### src/rtl/cg_pkg.sv
package cg_pkg;

    localparam int MAX_N_DEF = 8;
    localparam int MAX_R_DEF = 3;
    localparam int NUM_PICKS = 3;
    localparam int DATA_W    = 32;
    localparam int CHOOSE_W  = 2;

    localparam logic [CHOOSE_W-1:0] CHOOSE_RST = 2'd3;

    typedef struct packed {
        logic load;
        logic init;
        logic step;
        logic finish;
    } t_cmd;

    typedef struct packed {
        logic done;
        logic too_few;
    } t_status;

endpackage

### src/rtl/cg_ram.sv
module cg_ram #(
    parameter int WIDTH = 32,
    parameter int DEPTH = 8,
    parameter int AW    = (DEPTH > 1) ? $clog2(DEPTH) : 1
) (
    input  logic             i_clk,
    input  logic             i_we,
    input  logic [AW-1:0]    i_waddr,
    input  logic [WIDTH-1:0] i_wdata,
    input  logic [AW-1:0]    i_raddr,
    output logic [WIDTH-1:0] o_rdata
);

    logic [WIDTH-1:0] r_mem [DEPTH];
    logic [WIDTH-1:0] r_rdata;

    always_ff @(posedge i_clk) begin
        if (i_we) begin
            r_mem[i_waddr] <= i_wdata;
        end
        r_rdata <= r_mem[i_raddr];
    end

    assign o_rdata = r_rdata;

endmodule

### src/rtl/cg_ctrl.sv
module cg_ctrl (
    input  logic             i_clk,
    input  logic             i_rst_n,
    input  logic             i_start,
    input  logic             i_is_last,
    input  cg_pkg::t_status  i_status,
    output logic             o_busy,
    output cg_pkg::t_cmd     o_cmd
);
    import cg_pkg::*;

    typedef enum logic [1:0] {
        S_IDLE = 2'b01,
        S_GEN  = 2'b10
    } t_state;

    t_state r_state;
    t_state n_state;
    t_cmd   cmd;

    always_comb begin
        n_state    = r_state;
        cmd        = '0;
        case (r_state)
            S_IDLE: begin
                cmd.load = i_start;
                cmd.init = i_start & i_is_last;
                if (cmd.init) begin
                    n_state = S_GEN;
                end
            end
            S_GEN: begin
                if (i_status.too_few) begin
                    cmd.finish = 1'b1;
                    n_state    = S_IDLE;
                end else begin
                    cmd.step = 1'b1;
                    if (i_status.done) begin
                        cmd.finish = 1'b1;
                        n_state    = S_IDLE;
                    end
                end
            end
            default: begin
                n_state = S_IDLE;
            end
        endcase
    end

    always_ff @(posedge i_clk) begin
        if (!i_rst_n) begin
            r_state <= S_IDLE;
        end else begin
            r_state <= n_state;
        end
    end

    assign o_busy = (r_state != S_IDLE);
    assign o_cmd  = cmd;

endmodule

### src/rtl/cg_dpath.sv
module cg_dpath #(
    parameter int MAX_N = cg_pkg::MAX_N_DEF,
    parameter int MAX_R = cg_pkg::MAX_R_DEF
) (
    input  logic                                i_clk,
    input  logic                                i_rst_n,
    input  cg_pkg::t_cmd                        i_cmd,
    input  logic                                i_cfg_we,
    input  logic [cg_pkg::CHOOSE_W-1:0]         i_cfg_wdata,
    input  logic signed [cg_pkg::DATA_W-1:0]    i_element_value,
    output cg_pkg::t_status                     o_status,
    output logic                                o_strobe,
    output logic signed [cg_pkg::DATA_W-1:0]    o_first_pick,
    output logic signed [cg_pkg::DATA_W-1:0]    o_second_pick,
    output logic signed [cg_pkg::DATA_W-1:0]    o_third_pick,
    output logic                                o_overflow_seen,
    output logic                                o_last_of_run
);
    import cg_pkg::*;

    localparam int CW = $clog2(MAX_N + 1);
    localparam int IW = (MAX_N > 1) ? $clog2(MAX_N) : 1;
    localparam int SW = CW + 2;
    localparam int PW = $clog2(NUM_PICKS);

    logic [CHOOSE_W-1:0] r_choose;
    logic [CHOOSE_W-1:0] r_r;
    logic [CW-1:0]       r_count;
    logic                r_ovf;
    logic [IW-1:0]       r_idx [NUM_PICKS];
    logic [IW-1:0]       n_idx [NUM_PICKS];
    logic                r_emit;
    logic                r_last;
    logic                r_ovf_out;

    logic                found;
    logic [PW-1:0]       pos;
    logic [SW-1:0]       base;
    logic                wr_en;
    logic [DATA_W-1:0]   rdata [NUM_PICKS];

    assign wr_en = i_cmd.load && (r_count < CW'(MAX_N));

    // rightmost index that can still advance; later lanes follow it
    always_comb begin
        found = 1'b0;
        pos   = '0;
        for (int t = 0; t < NUM_PICKS; t++) begin
            if ((CHOOSE_W'(t) < r_r) &&
                (SW'(r_idx[t]) + SW'(r_r) < SW'(r_count) + SW'(t))) begin
                found = 1'b1;
                pos   = PW'(t);
            end
        end
        base = SW'(r_idx[pos]) + SW'(1);
        for (int j = 0; j < NUM_PICKS; j++) begin
            n_idx[j] = r_idx[j];
            if (found && (PW'(j) >= pos)) begin
                n_idx[j] = IW'(base + SW'(j) - SW'(pos));
            end
        end
    end

    assign o_status.done    = !found;
    assign o_status.too_few = SW'(r_r) > SW'(r_count);

    always_ff @(posedge i_clk) begin
        if (!i_rst_n) begin
            r_choose  <= CHOOSE_RST;
            r_r       <= '0;
            r_count   <= '0;
            r_ovf     <= 1'b0;
            r_emit    <= 1'b0;
            r_last    <= 1'b0;
            r_ovf_out <= 1'b0;
            for (int j = 0; j < NUM_PICKS; j++) begin
                r_idx[j] <= '0;
            end
        end else begin
            if (i_cfg_we) begin
                r_choose <= i_cfg_wdata;
            end
            if (i_cmd.load) begin
                if (r_count < CW'(MAX_N)) begin
                    r_count <= r_count + CW'(1);
                end else begin
                    r_ovf <= 1'b1;
                end
            end
            if (i_cmd.finish) begin
                r_count <= '0;
                r_ovf   <= 1'b0;
            end
            if (i_cmd.init) begin
                r_r <= (r_choose > CHOOSE_W'(MAX_R)) ? CHOOSE_W'(MAX_R) : r_choose;
                for (int j = 0; j < NUM_PICKS; j++) begin
                    r_idx[j] <= IW'(j);
                end
            end else if (i_cmd.step) begin
                r_idx <= n_idx;
            end
            r_emit    <= i_cmd.step;
            r_last    <= !found;
            r_ovf_out <= r_ovf;
        end
    end

    // one store copy per pick lane below MAX_R so each has its own read port; other lanes read zero
    for (genvar g = 0; g < NUM_PICKS; g++) begin : g_lane
        if (g < MAX_R) begin : g_ram
            cg_ram #(
                .WIDTH (DATA_W),
                .DEPTH (MAX_N),
                .AW    (IW)
            ) u_ram (
                .i_clk   (i_clk),
                .i_we    (wr_en),
                .i_waddr (r_count[IW-1:0]),
                .i_wdata (i_element_value),
                .i_raddr (r_idx[g]),
                .o_rdata (rdata[g])
            );
        end else begin : g_zero
            assign rdata[g] = '0;
        end
    end

    assign o_strobe        = r_emit;
    assign o_first_pick    = (r_r > CHOOSE_W'(0)) ? rdata[0] : '0;
    assign o_second_pick   = (r_r > CHOOSE_W'(1)) ? rdata[1] : '0;
    assign o_third_pick    = (r_r > CHOOSE_W'(2)) ? rdata[2] : '0;
    assign o_overflow_seen = r_ovf_out;
    assign o_last_of_run   = r_last;

`ifndef SYNTHESIS
    a_count_bound: assert property (@(posedge i_clk) disable iff (!i_rst_n)
        r_count <= CW'(MAX_N))
        else $error("element count above store depth");

    a_idx_order: assert property (@(posedge i_clk) disable iff (!i_rst_n)
        (i_cmd.step && (r_r >= CHOOSE_W'(2))) |-> (r_idx[0] < r_idx[1]))
        else $error("pick indices out of order");

    a_gap_after_last: assert property (@(posedge i_clk) disable iff (!i_rst_n)
        (r_emit && r_last) |=> !r_emit)
        else $error("strobe right after final transaction of a run");

    a_finish_clears: assert property (@(posedge i_clk) disable iff (!i_rst_n)
        i_cmd.finish |=> ((r_count == '0) && !r_ovf))
        else $error("store not emptied after run");
`endif

endmodule

### src/rtl/combination_generator_top.sv
// Channel   Handshake                      Payload
// input     start & !busy                  i_element_value, i_is_last
// config    i_cfg_we                       i_cfg_wdata (choose count)
// result    o_strobe, one cycle            o_first_pick, o_second_pick, o_third_pick,
//                                          o_overflow_seen, o_last_of_run
//
// A transaction with i_is_last set holds busy while it emits C(n,r)
// results (one per combination), or emits no result if r > n;
// the store read port per pick lane sets one combination per cycle.
// Results appear the cycle after the index registers hold them (registered store read).
// Synchronous active-low reset; choose count resets to 3.
// The receiver cannot stall; every strobe is a completed transaction.
module combination_generator_top #(
    parameter int MAX_N = cg_pkg::MAX_N_DEF,
    parameter int MAX_R = cg_pkg::MAX_R_DEF
) (
    input  logic                                i_clk,
    input  logic                                i_rst_n,
    input  logic                                start,
    output logic                                busy,
    input  logic signed [cg_pkg::DATA_W-1:0]    i_element_value,
    input  logic                                i_is_last,
    input  logic                                i_cfg_we,
    input  logic [cg_pkg::CHOOSE_W-1:0]         i_cfg_wdata,
    output logic                                o_strobe,
    output logic signed [cg_pkg::DATA_W-1:0]    o_first_pick,
    output logic signed [cg_pkg::DATA_W-1:0]    o_second_pick,
    output logic signed [cg_pkg::DATA_W-1:0]    o_third_pick,
    output logic                                o_overflow_seen,
    output logic                                o_last_of_run
);
    import cg_pkg::*;

    t_cmd    cmd;
    t_status status;

    cg_ctrl u_ctrl (
        .i_clk     (i_clk),
        .i_rst_n   (i_rst_n),
        .i_start   (start),
        .i_is_last (i_is_last),
        .i_status  (status),
        .o_busy    (busy),
        .o_cmd     (cmd)
    );

    cg_dpath #(
        .MAX_N (MAX_N),
        .MAX_R (MAX_R)
    ) u_dpath (
        .i_clk           (i_clk),
        .i_rst_n         (i_rst_n),
        .i_cmd           (cmd),
        .i_cfg_we        (i_cfg_we),
        .i_cfg_wdata     (i_cfg_wdata),
        .i_element_value (i_element_value),
        .o_status        (status),
        .o_strobe        (o_strobe),
        .o_first_pick    (o_first_pick),
        .o_second_pick   (o_second_pick),
        .o_third_pick    (o_third_pick),
        .o_overflow_seen (o_overflow_seen),
        .o_last_of_run   (o_last_of_run)
    );

endmodule
### config.mk
export PLATFORM = sky130hd
export DESIGN_NAME = combination_generator_top
export DESIGN_NICKNAME = d
export VERILOG_FILES = /design/src/rtl/cg_pkg.sv /design/src/rtl/cg_ram.sv /design/src/rtl/cg_ctrl.sv /design/src/rtl/cg_dpath.sv /design/src/rtl/combination_generator_top.sv
export SDC_FILE = /design/constraint.sdc
export NUM_CORES = 1
export LEC_CHECK = 0
export ABC_AREA = 1
export ABC_CLOCK_PERIOD_IN_PS = 5250
export BUFFER_PORTS_ARGS = -buffer_cell sky130_fd_sc_hd__buf_4
export CAP_MARGIN = 20
export CORE_ASPECT_RATIO = 1.25
export CORE_MARGIN = 5
export CORE_UTILIZATION = 40
export CTS_BUF_LIST = sky130_fd_sc_hd__clkbuf_4
export DETAILED_ROUTE_END_ITERATION = 10
export MAX_ROUTING_LAYER = met4
export PLACE_DENSITY = 0.63
export RECOVER_POWER = 25
export SLEW_MARGIN = 10
export SYNTH_ARGS = -nofsm -noshare
export SYNTH_HDL_FRONTEND = slang
export SYNTH_SLANG_ARGS = --single-unit
### constraint.sdc
create_clock -name i_clk -period 5.25 [get_ports i_clk]
set_clock_uncertainty 0.15 [all_clocks]
set_input_delay 0.525 -clock i_clk [delete_from_list [all_inputs] [get_ports i_clk]]
set_output_delay 0.525 -clock i_clk [all_outputs]
set_load 0.02 [all_outputs]
==> results of run 1 <==
[cell type report]
type	count	area [um2]
antenna	7	17.5
clock buffer	133	998
clock inverter	38	244
fill	4330	24500
inverter	255	958
multi-input combinational	1331	6860
sequential	375	10100
tap	585	732
timing repair buffer	208	1560
[state kept, by name, indices dropped and copies added, names as in the netlist, 2 cells and up]
register and count:
u_dpath.r_idx 9, u_ctrl.r_state 2, u_dpath.r_choose 2, u_dpath.r_r 2, u_dpath.r_count 4, u_dpath.g_lane.g_ram.u_ram.o_rdata 96, u_dpath.g_lane.g_ram.u_ram.r_mem 256
[repair_timing]
item | CTS | global route
endpoints found under the hold margin | 267 | 0
endpoints found under the setup margin | 0 | 0
hold buffers | 40 | 0
[stage by stage]
stage	setup slack (ns)	total power, mW
4_1_cts	0.962	6.54
3_5_place_dp	0.975	3.98
2_1_floorplan	1.61	3.73
6_report	0.928	6.47
3_3_place_gp	1.06	3.97
5_1_grt	0.569	6.77
[path summary, 6_finish.rpt]
check | startpoint | end | cells after the start
worst max register to register | u_dpath.r_idx[0] | u_dpath.r_idx[5] | 25
worst max-delay path | u_dpath.r_idx[0] | u_dpath.r_idx[5] | 25
worst min-delay path | i_is_last | u_dpath.r_r[1] | 3
worst min register to register | u_dpath.r_ovf | u_dpath.o_overflow_seen | 2
[layer usage]
layer	share of wire [%]	GRT usage, %	up-vias
met1	39	26.4	7823
met3	8.0	4.79	178
li1	-	-	7669
met2	49	38.0	850
met4	3.6	10.5	0
met5	0	-	-
[logic make-up after synthesis]
family | after synthesis | share of synthesized area, %
fa+ha+maj | 32 | 2.33
compound gates | 802 | 23.8
simple gates | 493 | 10.4
xor+xnor | 4 | 0.190
buf+inv | 412 | 8.71
flops | 375 | 54.5
[worst register-to-register path, stage by stage, from the launching register on]
cell	delay, ns
dfxtp_4	0.54
ha_1	0.33
fa_1	0.41
xor2_1	0.16
ha_1	0.32
nand2_1	0.06
inv_1	0.03
nand2_1	0.05
inv_1	0.05
nand2_2	0.07
nand2_2	0.09
inv_1	0.19
nor2_1	0.10
inv_1	0.09
nor2_1	0.04
nor3_1	0.34
ha_1	0.32
inv_1	0.10
ha_1	0.23
inv_1	0.08
ha_1	0.17
inv_1	0.05
nand3_1	0.08
nand3_1	0.08
nand2_1	0.07
inv_1	0.04
[placed cells by master, fill, tap and decap left out, types with 11 or more instances in the layout]
cell type and n:
o21ai_0 395, edfxtp_1 256, inv_1 246, nand2_1 230
nor2_1 216, a21oi_1 208, buf_4 141, clkbuf_4 133
dfxtp_1 112, o211ai_1 97, a31oi_1 96, dlygate4sd3_1 40
ha_1 28, clkbuf_1 27, clkinv_1 26, nand3_1 23
clkinv_2 11
[where the power goes]
group	internal (mW)	total, mW	switching (mW)
Sequential	3.28	3.33	0.0568
Clock	1.32	2.53	1.21
Combinational	0.204	0.604	0.399
Total	4.80	6.47	1.67
==> summary.md, run 1 <==
| Metric | Value |
|---|---|
| Max rail drop VDD | `0.000146 V` |
| Die H | `250 um` |
| Leak | `around 8.4 nW` |
| Distinct cells, synth | `35` |
| Synth warn | `0` |
| Fraction of layout cells with a size suffix above 1 | `13.8%` |
| Async set-or-reset flop fraction in the synthesized netlist | `0%` |
| Gr usage total | `about 23%` |
| Worst-margin pin slew | `1.20 ns` |
| Commonest cells in the netlist | `o21ai_0, edfxtp_1, inv_1` |
| Die area | `slightly above 50000 um2` |
| TritonCTS clock tree | `yes` |
| DRC Markers | `0` |
| Core area | `45900 um2` |
| Placer congestion estimate | `0.857` |
| Grt ovf | `0` |
| RSZ-0062 raised after global routing | `false` |
| 1st-iter DRT viols | `1861` |
| Final antenna-violating net count | `0` |
| Die width | `202 um` |
| Post-CTS Setup Bufs | `0` |
| Placed cell area | `19900 um2` |
| Placed Cells | `2714` |
| Outcome | `complete, no violations` |
| Vias in the first global route | `16300` |
| Initial DRT Pass Iterations | `7` |
| # IOs | `~140` |
| Wirelength per Cell | `19.8 um` |
| Area grow syn2layout | `16.2%` |
| Worst Path Arrival | `~5 ns` |
| Main flop type after synthesis | `edfxtp_1` |
| Clk_lat worst skew | `0.81 ns` |
| Max incr delay on CP | `~0.54 ns` |
| H-tree Lvls | `3` |
| Vias | `approximately 17000` |
| Final net count | `2334` |
| Initial Util | `40.2%` |
| Post-Route WL | `57900 um` |
| Slowest-stage cell, CP | `dfxtp_4` |
| CP delay by family, top | `adder cells` |
| Row Count | `88` |
| Crit path launch type | `flip-flop` |
| Top cells by area, synth | `edfxtp_1, dfxtp_1, o21ai_0` |
| Endpoints failing hold | `0` |
| Max clock buf depth | `3` |
| Synthesized area | `18500 um2` |
| Post-Layout Cell Count | `2932` |
| Antenna violations before repair | `5` |
| Design area | `21500 um2` |
| Rel. slew slack | `around a fifth` |
| Largest net degree at the start of global routing | `109` |
| WS Path Type | `reg2reg` |
| Critical path fanouts, max | `56` |
| Critical Path Sink Type | `flip-flop` |
| EDFF count, synth | `256` |
| Worst hold path class | `in2reg` |
| Post-Syn Nets | `2189` |
| Tcrit/Tclk final | `between 80 and 90%` |
| Most frequent cell after synthesis | `o21ai_0` |
| CP required | `5.79 ns` |
| PostCTS Resize Cnt | `0` |
| Flop-to-flop setup slack | `between 0.9 and 1 ns` |
| Setup TNS | `0 ns` |
| Number of clock sinks | `375` |
| Min Tclk post-route | `4.32 ns` |
| Post-Synthesis Cells | `~2100` |
| Pins Over Slew Limit | `0` |
| Yosys top cell area share | `41.6%` |
| Setup violations, final | `0` |
| Post-layout util | `46.7%` |
| Buffers on Ports | `138` |
| Register area share after synthesis | `54.5%` |
| Cell mode on critical path | `inv_1` |
| Detailed placement HPWL | `32700 um` |
| Final hold slack | `about 0.07 ns` |
| Total CTS buffers | `92` |
| Post-synth top area cell | `edfxtp_1` |
| Synthesized flop and latch total | `between 300 and 400` |
| Root Buffer | `clkbuf_4` |
| Global-route wire length before repair | `88800 um` |
| Max-cap violation count | `0` |
| Avg Vias per Cell | `approximately 5.6` |
| Power per Cell Area | `301 nW/um2` |
| Mapped Avg Cell Area | `8.72 um2` |
| Fmax | `about 230 MHz` |
| WP buf/inv | `8` |
| Clock slew at reported path FFs | `0.07 ns` |
Power figures use the tool's default switching activity.
==> run 2: changes to the inputs <==
--- a/config.mk
+++ b/config.mk
@@ -6,7 +6,7 @@
 export NUM_CORES = 1
 export LEC_CHECK = 0
 export ABC_AREA = 1
-export ABC_CLOCK_PERIOD_IN_PS = 5250
+export ABC_CLOCK_PERIOD_IN_PS = 3780
 export BUFFER_PORTS_ARGS = -buffer_cell sky130_fd_sc_hd__buf_4
 export CAP_MARGIN = 20
 export CORE_ASPECT_RATIO = 1.25
@@ -15,7 +15,7 @@
 export CTS_BUF_LIST = sky130_fd_sc_hd__clkbuf_4
 export DETAILED_ROUTE_END_ITERATION = 10
 export MAX_ROUTING_LAYER = met4
-export PLACE_DENSITY = 0.63
+export PLACE_DENSITY = 0.65
 export RECOVER_POWER = 25
 export SLEW_MARGIN = 10
 export SYNTH_ARGS = -nofsm -noshare
==> constraint.sdc (replaced) <==
create_clock -name i_clk -period 3.78 [get_ports i_clk]
set_clock_uncertainty 0.15 [all_clocks]
set_input_delay 0.378 -clock i_clk [delete_from_list [all_inputs] [get_ports i_clk]]
set_output_delay 0.378 -clock i_clk [all_outputs]
set_load 0.02 [all_outputs]
==> run 2 against run 1 <==
Maximum frequency is 20% higher. Design area is 1.1% higher. Total power is 39% higher. Combinational power is 45% higher. Core utilization is 0.52 points higher. Count of clock-buffer cells in the layout is 3 lower. Global-route usage is 0.47 points lower. Sequential share of layout area is 0.49 points lower. Via count is 0.74% higher. Hold slack better by 0.18 ns. Flip-flop and latch count stayed put. Die area stayed put. Critical path type unchanged. Critical endpoint unchanged. Largest cell class unchanged. Highest routed layer unchanged.
==> summary.md, run 2 (synthesis gave the netlist of run 1 again) <==
| Metric | Value |
|---|---|
| Die area | `roughly 51000 um2` |
| Wirelength per Cell | `19.5 um` |
| Endpoints failing hold | `0` |
| Global-route wire length before repair | `~88000 um` |
| Avg Vias per Cell | `5.66` |
| Core area | `~46000 um2` |
| Largest net degree at the start of global routing | `227` |
| Tcrit/Tclk final | `95.1%` |
| Filler cells | `4298` |
| Worst hold path class | `in2reg` |
| Critical path fanouts, max | `5` |
| Root Buffer | `clkbuf_4` |
| Crit path launch type | `flip-flop` |
| Initial Util | `40.2%` |
| Max incr delay on CP | `0.38 ns` |
| Design area | `21700 um2` |
| Most common cell after layout, fill and taps aside | `o21ai_0` |
| H-tree Lvls | `3` |
| DRC Markers | `0` |
| Flop-to-flop setup slack | `0.19 ns` |
| Internal | `6.71 mW` |
| Vias | `about 17000` |
| Worst r2r src | `u_dpath.r_r[0]` |
| Antenna violations before repair | `2` |
| # IOs | `139` |
| Logic gate share of total power | `9.7%` |
| Grt ovf | `0` |
| Gr usage total | `around 22%` |
| Worst-margin pin slew | `1.04 ns` |
| WS Path Type | `reg2reg` |
| Max clock buf depth | `3` |
| Net Sw Power | `2.26 mW` |
| Clock slew at reported path FFs | `roughly 0.080 ns` |
| Final antenna-violating net count | `0` |
| Row Count | `88` |
| Post-layout util | `approximately 47%` |
| Rel. slew slack | `between 30% and 40%` |
| Fraction of layout cells with a size suffix above 1 | `14.7%` |
| Critical Path Sink Type | `flip-flop` |
| Fmax | `~280 MHz` |
| Crit-path cells | `ha_1, fa_1, xor2_1, ha_1, nand2_1, inv_1, nand2_1, inv_1, nand2_1, nand2_2, nor2_4, inv_2, nor2_2, nor3_2, ha_1, inv_2, ha_1, inv_2, ha_2, inv_1, nand3_1, nand3_1, nand2_1, inv_1` |
| Number of clock sinks | `375` |
| Clock Power Share | `between 30 and 40%` |
| Power per Cell Area | `a little over 400 nW/um2` |
| Setup TNS | `0 ns` |
| Clk_lat worst skew | `around 0.8 ns` |
| Max-cap violation count | `0` |
| FF-to-FF End | `u_dpath.r_idx[5]` |
| Final hold slack | `0.245 ns` |
| Placer congestion estimate | `0.831` |
| Total Power | `8.97 mW` |
| Hold wc startpoint | `i_element_value[15]` |
| Detailed placement HPWL | `32900 um` |
| Post-Route WL | `57400 um` |
| Worst reg-to-reg path cell count | `24` |
| Die H | `about 250 um` |
| Area grow syn2layout | `17.5%` |
| Setup violations, final | `0` |
| Slowest-stage cell, CP | `fa_1` |
| Final net count | `approximately 2300` |
| Outcome | `complete, no violations` |
| Most flops, register | `u_dpath.g_lane.g_ram.u_ram.r_mem` |
| Max rail drop VDD | `0.000185 V` |
| Min Tclk post-route | `approximately 3.6 ns` |
| Die width | `202 um` |
| Initial DRT Pass Iterations | `7` |
| 1st-iter DRT viols | `1842` |
| Sequential share of power | `51.5%` |
| Total CTS buffers | `89` |
| TritonCTS clock tree | `yes` |
| Worst Path Arrival | `4.12 ns` |
| Hold EP | `u_dpath.g_lane[2].g_ram.u_ram.r_mem[7][15]` |
| Area of the multi-input gates | `6890 um2` |
| Sequential cell area | `10100 um2` |
| Sw Share | `25.2%` |
| Vias in the first global route | `16700` |
| CP required | `4.31 ns` |
| Pins Over Slew Limit | `0` |
| Placed cell area | `20100 um2` |
| Max FFs per register | `256` |
| Leak | `8.47 nW` |
| Most frequent cells in the layout | `o21ai_0, edfxtp_1, inv_1, nand2_1, nor2_1` |
| Buffers on Ports | `138` |
| Hold path depth | `2` |
## run 2: cell count changes in the layout (fill, tap and decap cells not counted), sizes merged
| cell | delta |
|---|---|
| clkbuf | -3 |
| bufinv | +1 |
| diode | -5 |
| dlygate4sd3 | +2 |
| buf | +15 |
| clkinv | -2 |
## run 2: area by class of cell
cell class | instances | area share, %
clock buffer | 130 | 4.50
clock inverter | 37 | 1.15
timing repair buffer | 225 | 8.24
sequential | 375 | 46.5
antenna | 2 | 0.0231
multi-input combinational | 1331 | 31.7
inverter | 255 | 4.43
tap | 585 | 3.37
## run 2: timing repair
action / CTS / global route
resized for setup: 2 / 16
endpoints found under the hold margin: 276 / 0
hold buffers: 42 / 0
setup endpoints to repair: 1 / 5
buffers inserted: 0 / 1
pin swaps: 0 / 3
gates cloned: 0 / 0
## run 2: metal layers
layer	up-vias	global-route usage, %	wire length [um]
li1	7710	-	-
met1	7751	24.9	21800
met2	943	37.4	27700
met3	238	4.43	5050
met4	0	12.5	2850
met5	-	-	0
## run 2: power by group through the flow
stage               Clock [mW]  Combinational (mW)  Sequential (mW)
CTS                       3.57               0.881             4.61
floorplan                    0               0.486             4.69
detailed placement           0               0.839             4.70
global route              3.78               0.960             4.63
global placement             0               0.823             4.70
finish                    3.48               0.873             4.62
## run 2: metrics by stage
step | instances | setup WS (ns)
finish | 2940 | 0.185
global route | 2940 | -0.0112
CTS | 2936 | 0.0291
detailed placement | 2727 | 0.0621
global placement | 2727 | 0.146
floorplan | 2118 | 0.139
## run 2: how the worst max path moves through the flow
| stage | from | endpoint | slack (ns) | depth (start not counted) |
|---|---|---|---|---|
| 2_1_floorplan | u_dpath.r_r[0] | u_dpath.r_idx[5] | 0.14 | 25 |
| 3_3_place_gp | u_dpath.r_idx[0] | u_dpath.r_idx[5] | 0.15 | 25 |
| 3_5_place_dp | u_dpath.r_idx[0] | u_dpath.r_idx[5] | 0.06 | 25 |
| 4_1_cts | u_dpath.r_idx[0] | u_dpath.r_idx[5] | 0.03 | 25 |
| 5_1_grt | u_dpath.r_idx[0] | u_dpath.r_idx[5] | -0.01 | 25 |
| 6_report | u_dpath.r_r[0] | u_dpath.r_idx[5] | 0.19 | 24 |
## run 2: worst max-delay path, delay by kind of cell, from the launching register on
kind / cells / cell delay, ns
adders and majority gates: 6 / 1.65
and+or+nand+nor: 10 / 0.89
xor gates and xnor gates: 1 / 0.15
buffers and inverters: 7 / 0.32
DFF: 1 / 0.34
